==> config.mk <==
export PLATFORM = sky130hd
export DESIGN_NAME = guest_page_table_walker_top
export DESIGN_NICKNAME = d
export VERILOG_FILES = /design/src/rtl/gptw_pkg.sv /design/src/rtl/guest_page_table_walker_top.sv /design/src/rtl/gptw_front.sv /design/src/rtl/gptw_fifo.sv /design/src/rtl/gptw_back.sv
export VERILOG_INCLUDE_DIRS = /design/src /design/src/rtl
export SDC_FILE = /design/constraint.sdc
export NUM_CORES = 1
export LEC_CHECK = 0
export BUFFER_PORTS_ARGS = -buffer_cell sky130_fd_sc_hd__buf_2
export CORE_MARGIN = 10
export CORE_UTILIZATION = 50
export CTS_BUF_LIST = sky130_fd_sc_hd__clkbuf_8
export DETAILED_ROUTE_END_ITERATION = 8
export PLACE_DENSITY = 0.75
export SYNTH_ARGS = -nofsm -noshare
export SYNTH_HDL_FRONTEND = slang
export SYNTH_HIERARCHICAL = 1
export SYNTH_SLANG_ARGS = --single-unit
==> constraint.sdc <==
create_clock -name clk -period 13.8 [get_ports clk]
set_input_delay 0.69 -clock clk [delete_from_list [all_inputs] [get_ports clk]]
set_output_delay 0.69 -clock clk [all_outputs]
set_load 0.02 [all_outputs]
==> src/rtl/assert_macros.svh <==
// Assertion macros shared by the page table walker modules.
// Each macro expands to one labeled concurrent assertion clocked on the given clock.
`ifndef ASSERT_MACROS_SVH
`define ASSERT_MACROS_SVH

// The condition holds at every clock edge outside reset.
`define ASSERT_ALWAYS(lbl, clk, rst, cond, msg) \
  lbl: assert property (@(posedge clk) disable iff (rst) (cond)) else $error(msg);

// The consequent holds in the same cycle as the antecedent.
`define ASSERT_IMPL(lbl, clk, rst, ante, cons, msg) \
  lbl: assert property (@(posedge clk) disable iff (rst) (ante) |-> (cons)) else $error(msg);

// The consequent holds in the cycle after the antecedent.
`define ASSERT_NEXT(lbl, clk, rst, ante, cons, msg) \
  lbl: assert property (@(posedge clk) disable iff (rst) (ante) |=> (cons)) else $error(msg);

`endif

==> src/rtl/gptw_pkg.sv <==
// Package for the guest page table walker: field widths, codes, word types and
// the shared entry-index and result-building functions. Depends on nothing.
package gptw_pkg;

  localparam int unsigned VA_W    = 48;
  localparam int unsigned ROOT_W  = 52;
  localparam int unsigned ENTRY_W = 64;
  localparam int unsigned FRAME_W = 40;
  localparam int unsigned IDX_W   = 9;
  localparam int unsigned LVL_W   = 3;

  localparam int unsigned CFG_IDX_W = 2;
  localparam logic [CFG_IDX_W-1:0] REG_PAGING_MODE = 2'd0;
  localparam logic [CFG_IDX_W-1:0] REG_TABLE_ROOT  = 2'd1;

  localparam logic [1:0] MODE_REAL = 2'd0;
  localparam logic [1:0] MODE_TWO  = 2'd1;
  localparam logic [1:0] MODE_PAE  = 2'd2;
  localparam logic [1:0] MODE_LONG = 2'd3;

  localparam logic [LVL_W-1:0] LEVEL_MAX = 3'd4;

  localparam logic [31:0] BIG_MASK = 32'h001F_E000;
  localparam logic [6:0]  PAE_SLOT_MASK = 7'd127;
  localparam int unsigned PAE_SLOT_SPAN = 4;

  localparam int unsigned QUEUE_DEPTH = 2;
  localparam int unsigned QUEUE_PTR_W = $clog2(QUEUE_DEPTH);
  localparam int unsigned QUEUE_CNT_W = $clog2(QUEUE_DEPTH + 1);

  typedef enum logic [0:0] {
    CMD_START = 1'b0,
    CMD_RESP  = 1'b1
  } cmd_t;

  typedef enum logic [0:0] {
    KIND_REQ    = 1'b0,
    KIND_RESULT = 1'b1
  } kind_t;

  typedef struct packed {
    logic [1:0]        mode;
    logic [ROOT_W-1:0] root;
  } cfg_t;

  typedef struct packed {
    kind_t              kind;
    logic [FRAME_W-1:0] table_frame;
    logic [IDX_W-1:0]   entry_index;
    logic               entry_wide;
    logic [LVL_W-1:0]   walk_level;
    logic [FRAME_W-1:0] guest_frame;
    logic               fault;
    logic               too_large;
  } res_t;

  typedef struct packed {
    cmd_t               cmd;
    logic [VA_W-1:0]    va;
    logic [ENTRY_W-1:0] entry;
    logic               frame_valid;
    res_t               start_res;
  } item_t;

  // Eight-byte word index of the entry for a given level of the walk.
  function automatic logic [IDX_W-1:0] req_index(logic [1:0] mode, logic [ROOT_W-1:0] root,
                                                  logic [VA_W-1:0] va, logic [LVL_W-1:0] lvl);
    logic [9:0]       dword_idx;
    logic [6:0]       slot;
    logic [IDX_W-1:0] idx;
    dword_idx = (lvl == 3'd2) ? va[31:22] : va[21:12];
    slot      = root[11:5] & PAE_SLOT_MASK;
    idx       = '0;
    if (mode == MODE_TWO) begin
      idx = dword_idx[9:1];
    end else if (mode == MODE_PAE && lvl == 3'd3) begin
      idx = IDX_W'(32'(slot) * PAE_SLOT_SPAN) + IDX_W'(va[31:30]);
    end else begin
      case (lvl)
        3'd1:    idx = va[20:12];
        3'd2:    idx = va[29:21];
        3'd3:    idx = va[38:30];
        3'd4:    idx = va[47:39];
        default: idx = '0;
      endcase
    end
    return idx;
  endfunction

  function automatic res_t make_request(logic [FRAME_W-1:0] frame, logic [IDX_W-1:0] idx,
                                        logic [LVL_W-1:0] lvl);
    res_t r;
    r             = '0;
    r.kind        = KIND_REQ;
    r.table_frame = frame;
    r.entry_index = idx;
    r.entry_wide  = 1'b1;
    r.walk_level  = lvl;
    return r;
  endfunction

  function automatic res_t make_result(logic [FRAME_W-1:0] gfn, logic flt, logic big);
    res_t r;
    r             = '0;
    r.kind        = KIND_RESULT;
    r.guest_frame = flt ? '0 : gfn;
    r.fault       = flt;
    r.too_large   = big;
    return r;
  endfunction

endpackage

==> src/rtl/guest_page_table_walker_top.sv <==
// Top level of the guest page table walker: configuration registers, front end,
// word queue and back end. Uses gptw_pkg, gptw_front, gptw_fifo and gptw_back.
//
// Usage: the input channel (in_valid/in_ready) carries one word per handshake,
// either a translate command (command 0, virt_addr) or a table entry response
// (command 1, entry_data, frame_valid). The output channel (out_valid/out_ready)
// carries at most one word per input word: a table read request (kind 0) or a
// final translation (kind 1). A response that arrives while no walk is pending
// produces no output word. The configuration channel (cfg_valid/cfg_ready)
// writes paging_mode (index 0) or table_root (index 1); it is always ready and
// should only be used while the walker is idle.
// The queue captures each accepted word; the back end pops it and registers its result
// in the output register, where out_valid rises.
// Throughput, set by the back end, is one word per cycle while out_ready stays high;
// the back end resolves one entry per cycle with masking, shifting and a level step.
// Reset clears the configuration registers to real mode with a zero root, ends
// any pending walk and empties the queue and the output register.
// When the receiver stalls, the output word holds, the back end stops, and the
// queue fills; in_ready falls once both queue entries are occupied.
module guest_page_table_walker_top #(
  parameter int unsigned VADDR_BITS = 48,
  parameter int unsigned PADDR_BITS = 52
) (
  input  logic                               clk,
  input  logic                               rst,

  input  logic                               cfg_valid,
  output logic                               cfg_ready,
  input  logic [gptw_pkg::CFG_IDX_W-1:0]     cfg_index,
  input  logic [gptw_pkg::ROOT_W-1:0]        cfg_data,

  input  logic                               in_valid,
  output logic                               in_ready,
  input  logic                               command,
  input  logic [gptw_pkg::VA_W-1:0]          virt_addr,
  input  logic [gptw_pkg::ENTRY_W-1:0]       entry_data,
  input  logic                               frame_valid,

  output logic                               out_valid,
  input  logic                               out_ready,
  output logic                               kind,
  output logic [gptw_pkg::FRAME_W-1:0]       table_frame,
  output logic [gptw_pkg::IDX_W-1:0]         entry_index,
  output logic                               entry_wide,
  output logic [gptw_pkg::LVL_W-1:0]         walk_level,
  output logic [gptw_pkg::FRAME_W-1:0]       guest_frame,
  output logic                               fault,
  output logic                               too_large
);

  // Configuration registers; the back end reads them directly, so a mode change
  // between responses takes effect on the next response.
  gptw_pkg::cfg_t  cfg;

  gptw_pkg::item_t push_item;
  gptw_pkg::item_t pop_item;
  gptw_pkg::res_t  out_res;
  logic            q_push;
  logic            q_full;
  logic            q_pop;
  logic            q_valid;

  assign cfg_ready = 1'b1;

  always_ff @(posedge clk) begin
    if (rst) begin
      cfg <= '0;
    end else if (cfg_valid && cfg_ready) begin
      case (cfg_index)
        gptw_pkg::REG_PAGING_MODE: cfg.mode <= cfg_data[1:0];
        gptw_pkg::REG_TABLE_ROOT:  cfg.root <= cfg_data;
        default: ;
      endcase
    end
  end

  // Front end: masks the address and prepares the first step of a walk.
  gptw_front #(
    .VADDR_BITS (VADDR_BITS)
  ) u_front (
    .in_valid    (in_valid),
    .in_ready    (in_ready),
    .command     (command),
    .virt_addr   (virt_addr),
    .entry_data  (entry_data),
    .frame_valid (frame_valid),
    .cfg         (cfg),
    .q_full      (q_full),
    .q_push      (q_push),
    .q_item      (push_item)
  );

  // The queue lets the front keep accepting while the back waits on the receiver.
  gptw_fifo u_fifo (
    .clk      (clk),
    .rst      (rst),
    .push     (q_push),
    .wr_item  (push_item),
    .full     (q_full),
    .pop      (q_pop),
    .rd_valid (q_valid),
    .rd_item  (pop_item)
  );

  // Back end: owns the walk state and the output register.
  gptw_back #(
    .PADDR_BITS (PADDR_BITS)
  ) u_back (
    .clk       (clk),
    .rst       (rst),
    .cfg       (cfg),
    .q_valid   (q_valid),
    .q_item    (pop_item),
    .q_pop     (q_pop),
    .out_valid (out_valid),
    .out_ready (out_ready),
    .out_res   (out_res)
  );

  assign kind        = out_res.kind;
  assign table_frame = out_res.table_frame;
  assign entry_index = out_res.entry_index;
  assign entry_wide  = out_res.entry_wide;
  assign walk_level  = out_res.walk_level;
  assign guest_frame = out_res.guest_frame;
  assign fault       = out_res.fault;
  assign too_large   = out_res.too_large;

endmodule

==> src/rtl/gptw_front.sv <==
// Front end of the guest page table walker: accepts input words, masks the
// address and prepares the outcome of a translate command. Uses gptw_pkg.
module gptw_front #(
  parameter int unsigned VADDR_BITS = 48
) (
  input  logic                            in_valid,
  output logic                            in_ready,
  input  logic                            command,
  input  logic [gptw_pkg::VA_W-1:0]       virt_addr,
  input  logic [gptw_pkg::ENTRY_W-1:0]    entry_data,
  input  logic                            frame_valid,
  input  gptw_pkg::cfg_t                  cfg,
  input  logic                            q_full,
  output logic                            q_push,
  output gptw_pkg::item_t                 q_item
);

  localparam logic [63:0] VA_MASK = (64'd1 << VADDR_BITS) - 64'd1;

  logic [gptw_pkg::VA_W-1:0]  va;
  logic [gptw_pkg::LVL_W-1:0] top_level;

  assign in_ready  = !q_full;
  assign q_push    = in_valid && in_ready;
  assign va        = virt_addr & VA_MASK[gptw_pkg::VA_W-1:0];
  assign top_level = {1'b0, cfg.mode} + 3'd1;

  always_comb begin
    q_item             = '0;
    q_item.cmd         = gptw_pkg::cmd_t'(command);
    q_item.va          = va;
    q_item.entry       = entry_data;
    q_item.frame_valid = frame_valid;
    // Real mode answers at once; otherwise the walk opens at the root table.
    if (cfg.mode == gptw_pkg::MODE_REAL) begin
      q_item.start_res = gptw_pkg::make_result(gptw_pkg::FRAME_W'(va[gptw_pkg::VA_W-1:12]),
                                               1'b0, 1'b0);
    end else begin
      q_item.start_res = gptw_pkg::make_request(cfg.root[51:12],
                           gptw_pkg::req_index(cfg.mode, cfg.root, va, top_level), top_level);
    end
  end

endmodule

==> src/rtl/gptw_fifo.sv <==
// Short queue of classified words between the front and back of the walker.
// Uses gptw_pkg for the word type and depth; includes assert_macros.svh.
`include "assert_macros.svh"

module gptw_fifo (
  input  logic            clk,
  input  logic            rst,
  input  logic            push,
  input  gptw_pkg::item_t wr_item,
  output logic            full,
  input  logic            pop,
  output logic            rd_valid,
  output gptw_pkg::item_t rd_item
);

  gptw_pkg::item_t                   mem [gptw_pkg::QUEUE_DEPTH];
  logic [gptw_pkg::QUEUE_PTR_W-1:0]  wr_ptr;
  logic [gptw_pkg::QUEUE_PTR_W-1:0]  rd_ptr;
  logic [gptw_pkg::QUEUE_CNT_W-1:0]  count;

  assign full     = (count == gptw_pkg::QUEUE_CNT_W'(gptw_pkg::QUEUE_DEPTH));
  assign rd_valid = (count != '0);
  assign rd_item  = mem[rd_ptr];

  always_ff @(posedge clk) begin
    if (push) begin
      mem[wr_ptr] <= wr_item;
    end
  end

  always_ff @(posedge clk) begin
    if (rst) begin
      wr_ptr <= '0;
      rd_ptr <= '0;
      count  <= '0;
    end else begin
      if (push) begin
        wr_ptr <= (wr_ptr == gptw_pkg::QUEUE_PTR_W'(gptw_pkg::QUEUE_DEPTH - 1)) ? '0 : wr_ptr + 1'b1;
      end
      if (pop) begin
        rd_ptr <= (rd_ptr == gptw_pkg::QUEUE_PTR_W'(gptw_pkg::QUEUE_DEPTH - 1)) ? '0 : rd_ptr + 1'b1;
      end
      count <= count + gptw_pkg::QUEUE_CNT_W'(push) - gptw_pkg::QUEUE_CNT_W'(pop);
    end
  end

  `ASSERT_IMPL(a_no_overflow, clk, rst, push, !full || pop, "queue written while full")
  `ASSERT_IMPL(a_no_underflow, clk, rst, pop, rd_valid, "queue read while empty")

endmodule

==> src/rtl/gptw_back.sv <==
// Back end of the guest page table walker: holds the walk state, consumes
// queued words and drives the output register. Uses gptw_pkg and assert_macros.svh.
`include "assert_macros.svh"

module gptw_back #(
  parameter int unsigned PADDR_BITS = 52
) (
  input  logic            clk,
  input  logic            rst,
  input  gptw_pkg::cfg_t  cfg,
  input  logic            q_valid,
  input  gptw_pkg::item_t q_item,
  output logic            q_pop,
  output logic            out_valid,
  input  logic            out_ready,
  output gptw_pkg::res_t  out_res
);

  localparam logic [63:0] PA_MASK = ((64'd1 << PADDR_BITS) - 64'd1) & ~64'hFFF;

  logic                            busy;
  logic [gptw_pkg::LVL_W-1:0]      level;
  logic [gptw_pkg::VA_W-1:0]       held;

  logic                            busy_next;
  logic [gptw_pkg::LVL_W-1:0]      level_next;
  logic [gptw_pkg::VA_W-1:0]       held_next;
  logic                            produce;
  gptw_pkg::res_t                  res;

  logic                            level_bad;
  logic                            half;
  logic [31:0]                     e32;
  logic [63:0]                     pa;
  logic [gptw_pkg::FRAME_W-1:0]    pframe;
  logic                            present;
  logic                            is_large;

  assign q_pop     = q_valid && (!out_valid || out_ready);
  assign level_bad = (cfg.mode == gptw_pkg::MODE_REAL) || (level == '0) ||
                     (level > ({1'b0, cfg.mode} + 3'd1));
  // Two-level entries are four bytes; pick the half of the eight-byte word.
  assign half      = (level == 3'd2) ? held[22] : held[12];
  assign e32       = half ? q_item.entry[63:32] : q_item.entry[31:0];
  assign pa        = q_item.entry & PA_MASK;
  assign pframe    = pa[51:12];
  assign present   = (cfg.mode == gptw_pkg::MODE_TWO) ? e32[0] : q_item.entry[0];
  assign is_large  = (cfg.mode == gptw_pkg::MODE_TWO) ? e32[7] : q_item.entry[7];

  always_comb begin
    produce = 1'b0;
    res     = '0;
    held_next = held;
    if (q_item.cmd == gptw_pkg::CMD_START) begin
      produce   = 1'b1;
      held_next = q_item.va;
      res       = q_item.start_res;
    end else if (busy) begin
      produce = 1'b1;
      if (level_bad || !q_item.frame_valid) begin
        res = gptw_pkg::make_result('0, 1'b1, 1'b0);
      end else if (cfg.mode == gptw_pkg::MODE_TWO) begin
        if (level == 3'd2 && is_large) begin
          res = gptw_pkg::make_result(gptw_pkg::FRAME_W'({e32[31:22], held[21:12]}),
                                      !present, |(e32 & gptw_pkg::BIG_MASK));
        end else if (level == 3'd1) begin
          res = gptw_pkg::make_result(gptw_pkg::FRAME_W'(e32[31:12]), !present, 1'b0);
        end else if (!present) begin
          res = gptw_pkg::make_result('0, 1'b1, 1'b0);
        end else begin
          res = gptw_pkg::make_request(gptw_pkg::FRAME_W'(e32[31:12]),
                  gptw_pkg::req_index(cfg.mode, cfg.root, held, 3'd1), 3'd1);
        end
      end else begin
        if (level == 3'd2 && is_large) begin
          res = gptw_pkg::make_result({pframe[gptw_pkg::FRAME_W-1:9], held[20:12]},
                                      !present, 1'b0);
        end else if (level == 3'd1) begin
          res = gptw_pkg::make_result(pframe, !present, 1'b0);
        end else if (!present) begin
          res = gptw_pkg::make_result('0, 1'b1, 1'b0);
        end else begin
          res = gptw_pkg::make_request(pframe,
                  gptw_pkg::req_index(cfg.mode, cfg.root, held, level - 3'd1), level - 3'd1);
        end
      end
    end
    busy_next  = busy;
    level_next = level;
    if (produce) begin
      busy_next  = (res.kind == gptw_pkg::KIND_REQ);
      level_next = (res.kind == gptw_pkg::KIND_REQ) ? res.walk_level : '0;
    end
  end

  always_ff @(posedge clk) begin
    if (rst) begin
      busy      <= 1'b0;
      level     <= '0;
      held      <= '0;
      out_valid <= 1'b0;
    end else begin
      if (q_pop) begin
        busy  <= busy_next;
        level <= level_next;
        held  <= held_next;
      end
      out_valid <= (q_pop && produce) || (out_valid && !out_ready);
    end
  end

  always_ff @(posedge clk) begin
    if (q_pop && produce) begin
      out_res <= res;
    end
  end

  `ASSERT_IMPL(a_busy_level, clk, rst, busy, level != '0 && level <= gptw_pkg::LEVEL_MAX,
               "walk busy with a level out of range")
  `ASSERT_IMPL(a_idle_level, clk, rst, !busy, level == '0, "idle walker holds a level")
  `ASSERT_NEXT(a_req_busy, clk, rst, q_pop && produce && res.kind == gptw_pkg::KIND_REQ,
               busy && level == $past(res.walk_level), "request issued without a pending walk")

endmodule
==> metrics.md, run 1 <==
| Metric | Value |
|---|---|
| Outcome | `finished, final reports clean` |
| Net Sw Frac | `30.9%` |
| Vias in the first global route | `14700` |
| Die Ht | `241 um` |
| CTS root buf | `clkbuf_8` |
| Routed Antenna Nets | `0` |
| H-tree depth | `3` |
| Clk network pwr share | `28.4%` |
| Crit. End Element | `flip-flop` |
| Pre-Repair DR Iteration Count | `8` |
| Cells along the critical path | `buf_4 -> buf_4 -> mux2_2 -> mux2_2 -> mux2_2 -> a21oi_1 -> o2bb2ai_1` |
| Avg Inst Size Synth | `14.8 sq um` |
| CTS tree | `yes` |
| Total number of vias | `14200` |
| Core region area | `48600 sq um` |
| Placer Congestion | `0.914` |
| Post-synthesis cell area | `24500 sq um` |
| Post-Route Setup TNS | `0 ns` |
| Postcts setup bufs | `0` |
| Starting Density | `50.4%` |
| Synth-to-Final Area Change | `10.8%` |
| Max VDD drop | `0.136 mV` |
| Initial antenna violation count | `7` |
| Max Slew Vio Count | `0` |
| GR Overflow Total | `0` |
| Psw | `1.55 mW` |
| Internal power | `3.47 mW` |
| Buf/Inv on CP | `2` |
| Critical path peak fanout | `64` |
| Core Rows | `81` |
| Slowest library cell on the worst path | `dfxtp_4` |
| Metal2 WL | `29.7 mm` |
| # clock sinks | `567` |
| Total CTS buffers | `93` |
| Remaining DRCs | `0` |
| Hold Buf Count CTS | `0` |
| Worst-Margin Slew | `1.29 ns` |
| Hold crit path type | `in2reg` |
| Multi-input logic area | `6990 sq um` |
| Fin. Hold Viols | `0` |
| Final Skew | `0.0281 ns` |
| Top Ports | `272` |
| Power Density | `185 nW/um^2` |
| Post-Route M1 WL | `25.5 mm` |
| Setup Viol. Count Final | `0` |
| Hpwl dp | `39.8 mm` |
| Vias per cell | `5.61` |
| First-pass GRT wire length | `90.4 mm` |
| Routed len/inst | `24.3 um` |
| Arr. time, crit path | `4.32 ns` |
| Pin count of the biggest net entering global routing | `95` |
| Finished Core Util | `55.8%` |
| Filler cells | `3905` |
| Post-CTS resize count | `0` |
| Most frequent CP cell | `mux2_2` |
| Achievable Freq | `254 MHz` |
| Max Cap Violations | `0` |
| RSZ-0062 raised after global routing | `no` |
| Slew HR | `13.5%` |
| Comb power frac | `23.6%` |
| Final period utilization | `28.5%` |
| Critical path's largest stage delay | `0.98 ns` |
| Layout cells sized above 1 | `32.6%` |
| Worst Setup Start Kind | `flip-flop` |
| Reg area | `16100 sq um` |
| Clock latency on the worst-skew pair | `0.68 ns` |
| Pleak | `9.63 nW` |
| Gate Count Post-Synth | `1654` |
| Critical path type | `reg2reg` |
| Seq pwr share | `48.1%` |
| Total power | `5.02 mW` |
| PortBufs | `245` |
| Nets | `2015` |
| CTS clk-pin slew, worst paths | `0.06 ns` |
| CP delay by family, top | `buffers and inverters` |
| Die width | `241 um` |
| Worst EP required | `14.19 ns` |
| Internal reg-to-reg setup slack | `9.87 ns` |
| Max clock buf depth | `3` |
| Top layer in use | `met5` |
| Iter 0 DRT Violations | `1090` |
| Gr usage total | `20.9%` |
| WL met3 | `4.73 mm` |
| Drt total wl | `61.3 mm` |
| Die area | `58200 sq um` |
| Synth warn | `6` |
| Post-layout min period | `3.93 ns` |
| Min Hold Slack | `0.211 ns` |
-- power by group through the flow --
stage | clock network (mW) | logic (mW) | registers [mW]
after floorplan | 0 | 0.729 | 2.57
after global placement | 0 | 1.17 | 2.44
after detailed placement | 0 | 1.19 | 2.44
after CTS | 1.46 | 1.19 | 2.41
after global routing | 1.54 | 1.27 | 2.44
final | 1.43 | 1.18 | 2.42
-- final timing paths --
kind | from | to | cells after the start
setup / recovery | flip-flop | u_back/out_res[11] | 7
hold / removal | entry_data[23] | u_fifo/mem[1][120] | 1
setup reg to reg | flip-flop | u_back/out_res[11] | 7
hold reg to reg | u_back/held[36] | u_back/held[36] | 2
-- metal layers --
| metal | vias up | global-route usage (%) |
|---|---|---|
| li1 | 6391 | - |
| met1 | 7097 | 27.2 |
| met2 | 561 | 34.0 |
| met3 | 103 | 5.38 |
| met4 | 8 | 6.12 |
| met5 | - | 0 |
-- per-stage QoR --
stage	std cells	cell area [sq um]	worst slack, ns
2_1_floorplan	1659	24500	3.83
3_3_place_gp	2347	25300	9.90
3_5_place_dp	2347	25300	9.85
4_1_cts	2520	27100	9.81
5_1_grt	2521	27100	9.65
6_report	2523	27100	9.87
-- registers in the layout, indices dropped and copies added (netlist names), named ones only --
name              cells
cfg                  49
u_back/busy           1
u_back/held          36
u_back/level          3
u_back/out_res       96
u_back/out_valid      1
u_fifo/count          2
u_fifo/mem          376
u_fifo/rd_ptr         1
u_fifo/wr_ptr         1
-- cells in the final DEF (no fill, tap or decap), types with 19 or more instances in the layout --
master	n
inv_1	59
mux2i_1	82
a21oi_1	59
nand2_1	95
edfxtp_1	472
nor2b_1	47
a22o_1	34
nor2_1	28
nand2b_1	110
and2_1	36
ha_1	21
o2bb2ai_1	63
buf_4	19
mux2_2	190
dfxtp_1	94
buf_2	244
clkbuf_8	111
-- area by class of cell --
| type | count | area share (%) |
|---|---|---|
| Antenna cell | 3 | 0.0277 |
| Multi-Input combinational cell | 874 | 25.8 |
| Tap cell | 622 | 2.87 |
| Clock buffer | 111 | 5.63 |
| Inverter | 21 | 0.304 |
| Sequential cell | 567 | 59.2 |
| Clock inverter | 62 | 1.17 |
| Timing Repair Buffer | 263 | 5.02 |
-- worst reg2reg max path: cells and delay by family, from the launching register on --
kind,cells,cell delay (ns)
muxes,3,1.00
DFF,1,0.98
AOI/OAI and AO/OA,2,0.26
buffers and inverters,2,1.41
Power figures use the tool's default switching activity.
==> inputs of run 2 (changes only) <==
Clock period 13.8 ns to 4.1 ns, I/O delays scaled along.
==> run 2 against run 1 <==
  * Via count up 5.3%
  * Critical path type unchanged
  * Cell count up 5.9%
  * Worst setup slack got worse by 9.3 ns
  * Register-to-register slack got worse by 9.3 ns
  * Highest routed layer unchanged
  * Power grew to 3.4 times the previous value
==> metrics.md, run 2 (synthesized netlist as in run 1, its figures left out) <==
| Metric | Value |
|---|---|
| Achievable Freq | `281 MHz` |
| Routed len/inst | `23.9 um` |
| Critical path's largest stage delay | `0.80 ns` |
| Reg2reg path depth | `8` |
| Drt total wl | `63.9 mm` |
| Hold_sp | `rst` |
| Final Skew | `0.0380 ns` |
| Post-layout min period | `3.56 ns` |
| Hpwl dp | `40.9 mm` |
| Post-CTS resize count | `0` |
| Setup Viol. Count Final | `0` |
| Internal power | `11.8 mW` |
| Largest Register | `u_fifo/mem` |
| Slowest library cell on the worst path | `or4_2` |
| Clock latency on the worst-skew pair | `0.68 ns` |
| Arr. time, crit path | `4.08 ns` |
| Max Slew Vio Count | `0` |
| Pleak | `10.3 nW` |
| Die area | `58200 sq um` |
| Psw | `5.35 mW` |
| Remaining DRCs | `0` |
| Top Ports | `272` |
| Post-Route Setup TNS | `0 ns` |
| Starting Density | `50.4%` |
| # clock sinks | `567` |
| Hold crit path type | `in2reg` |
| Max reg flops | `376` |
| CP delay by family, top | `simple AND/OR/NAND/NOR gates` |
| Worst-Margin Slew | `1.22 ns` |
| Max Cap Violations | `0` |
| Die width | `241 um` |
| Crit. End Element | `flip-flop` |
| Initial antenna violation count | `3` |
| Layout cells sized above 1 | `31.0%` |
| Total CTS buffers | `91` |
| Worst Setup Start Kind | `flip-flop` |
| PortBufs | `245` |
| Max VDD drop | `0.453 mV` |
| Worst EP required | `4.63 ns` |
| Buf/Inv on CP | `1` |
| Clk network pwr share | `28.3%` |
| Outcome | `finished, final reports clean` |
| CTS clk-pin slew, worst paths | `0.07 ns` |
| Net Sw Frac | `31.1%` |
| Fin. Hold Viols | `0` |
| CP endpoint | `u_back/out_res[87]` |
| Commonest non-fill, non-tap cells in the layout | `edfxtp_1, buf_2, mux2_2` |
| Seq pwr share | `47.0%` |
| Max clock buf depth | `3` |
| Critical path peak fanout | `11` |
| Gr usage total | `21.7%` |
| CP startpoint | `u_back/level[0]` |
| Core Rows | `81` |
| CTS root buf | `clkbuf_8` |
| Design Area, Final | `28800 sq um` |
| H-tree depth | `3` |
| Top flop regs | `u_fifo/mem: 376 flops, u_back/out_res: 96 flops, cfg: 49 flops` |
| Internal reg-to-reg setup slack | `0.54 ns` |
| RSZ-0062 raised after global routing | `no` |
| Multi-input logic area | `6990 sq um` |
| Commonest non-fill, non-tap cell in the layout | `edfxtp_1` |
| Placer Congestion | `0.945` |
| Total number of vias | `14900` |
| Vias per cell | `5.58` |
| Core region area | `48600 sq um` |
| Reg area | `16100 sq um` |
| Slew HR | `18.6%` |
| Vias in the first global route | `15600` |
| Die Ht | `241 um` |
| Power Density | `598 nW/um^2` |
| Pin count of the biggest net entering global routing | `96` |
| Cells along the critical path | `inv_1 -> ha_1 -> nor2b_2 -> mux2i_4 -> mux2i_1 -> or4_2 -> nor2_2 -> a22o_1` |
| First-pass GRT wire length | `94.7 mm` |
| Reg2reg end | `u_back/out_res[87]` |
| Critical path type | `reg2reg` |
| Filler cells | `3739` |
| GR Overflow Total | `0` |
| Reg-to-reg critical path startpoint | `u_back/level[0]` |
| Comb power frac | `24.8%` |
| Crit path depth | `8` |
| Nets | `2167` |
| Routed Antenna Nets | `0` |
| Synth-to-Final Area Change | `17.4%` |
| DP Area | `25400 sq um` |
| Final period utilization | `86.8%` |
| Iter 0 DRT Violations | `1431` |
| Pre-Repair DR Iteration Count | `7` |
| CTS tree | `yes` |
run 2: changes by cell type in the layout (fill, tap and decap cells not counted), moves of 2 or more:
cell	previous run	this run
dlygate4sd3_1	0	145
inv_1	59	47
buf_12	0	6
clkinv_2	10	14
buf_4	19	22
clkinvlp_4	3	6
clkinv_1	6	8
diode_2	3	1
run 2: what timing repair did:
action | CTS | global route
endpoints found under the hold margin | 298 | 0
hold buffers | 145 | 0
buffers inserted | 0 | 0
run 2: per-stage QoR:
stage	util, %	total power, mW	setup slack, ns	hold WS (ns)	instances
2_1_floorplan	-	11.0	0.0992	0.277	1659
3_3_place_gp	52.3	12.2	0.723	0.394	2356
3_5_place_dp	52.3	12.3	0.594	0.396	2356
4_1_cts	59.1	17.3	0.583	0.0789	2672
5_1_grt	59.1	17.9	0.397	0.122	2673
6_report	59.1	17.2	0.540	0.117	2673
run 2: power by group through the flow:
stage	registers (mW)	clock network [mW]	logic, mW
6_report	8.08	4.87	4.26
5_1_grt	8.16	5.21	4.53
4_1_cts	8.07	4.96	4.28
3_5_place_dp	8.17	0	4.14
3_3_place_gp	8.13	0	4.07
2_1_floorplan	8.54	0	2.46
run 2: how the worst min path moves through the flow:
stage,endpoint,slack (ns),depth (start not counted)
2_1_floorplan,u_fifo/count[0],0.28,1
4_1_cts,flip-flop,0.08,2
6_report,flip-flop,0.12,2
3_3_place_gp,u_fifo/mem[1][128],0.39,1
5_1_grt,u_fifo/count[0],0.12,2
3_5_place_dp,u_fifo/mem[1][137],0.40,1
run 2: layer usage:
layer  up-vias  global-route usage (%)  wire (um)
met5         -                       0         13
met1      7390                    27.8      25500
met3       132                    4.79       5150
met2       689                    35.5      31200
li1       6692                       -          -
met4         2                    8.40       2070
run 2: worst reg2reg max path, delay by kind of cell, from the launching register on:
kind | cells | cell delay (ns)
AOI/OAI and AO/OA | 1 | 0.24
adders and majority gates | 1 | 0.44
buffers and inverters | 1 | 0.17
DFF | 1 | 0.34
muxes | 2 | 0.46
and+or+nand+nor | 3 | 1.75
run 2: layout make-up:
cell class | instances | share of cell area (%)
diodes | 1 | 0.00870
clock buffers | 112 | 5.36
clock inverters | 59 | 1.12
inverters | 21 | 0.287
multi-input cells | 874 | 24.3
flip-flops and latches | 567 | 55.9
well taps | 622 | 2.71
repair buffers | 417 | 10.3
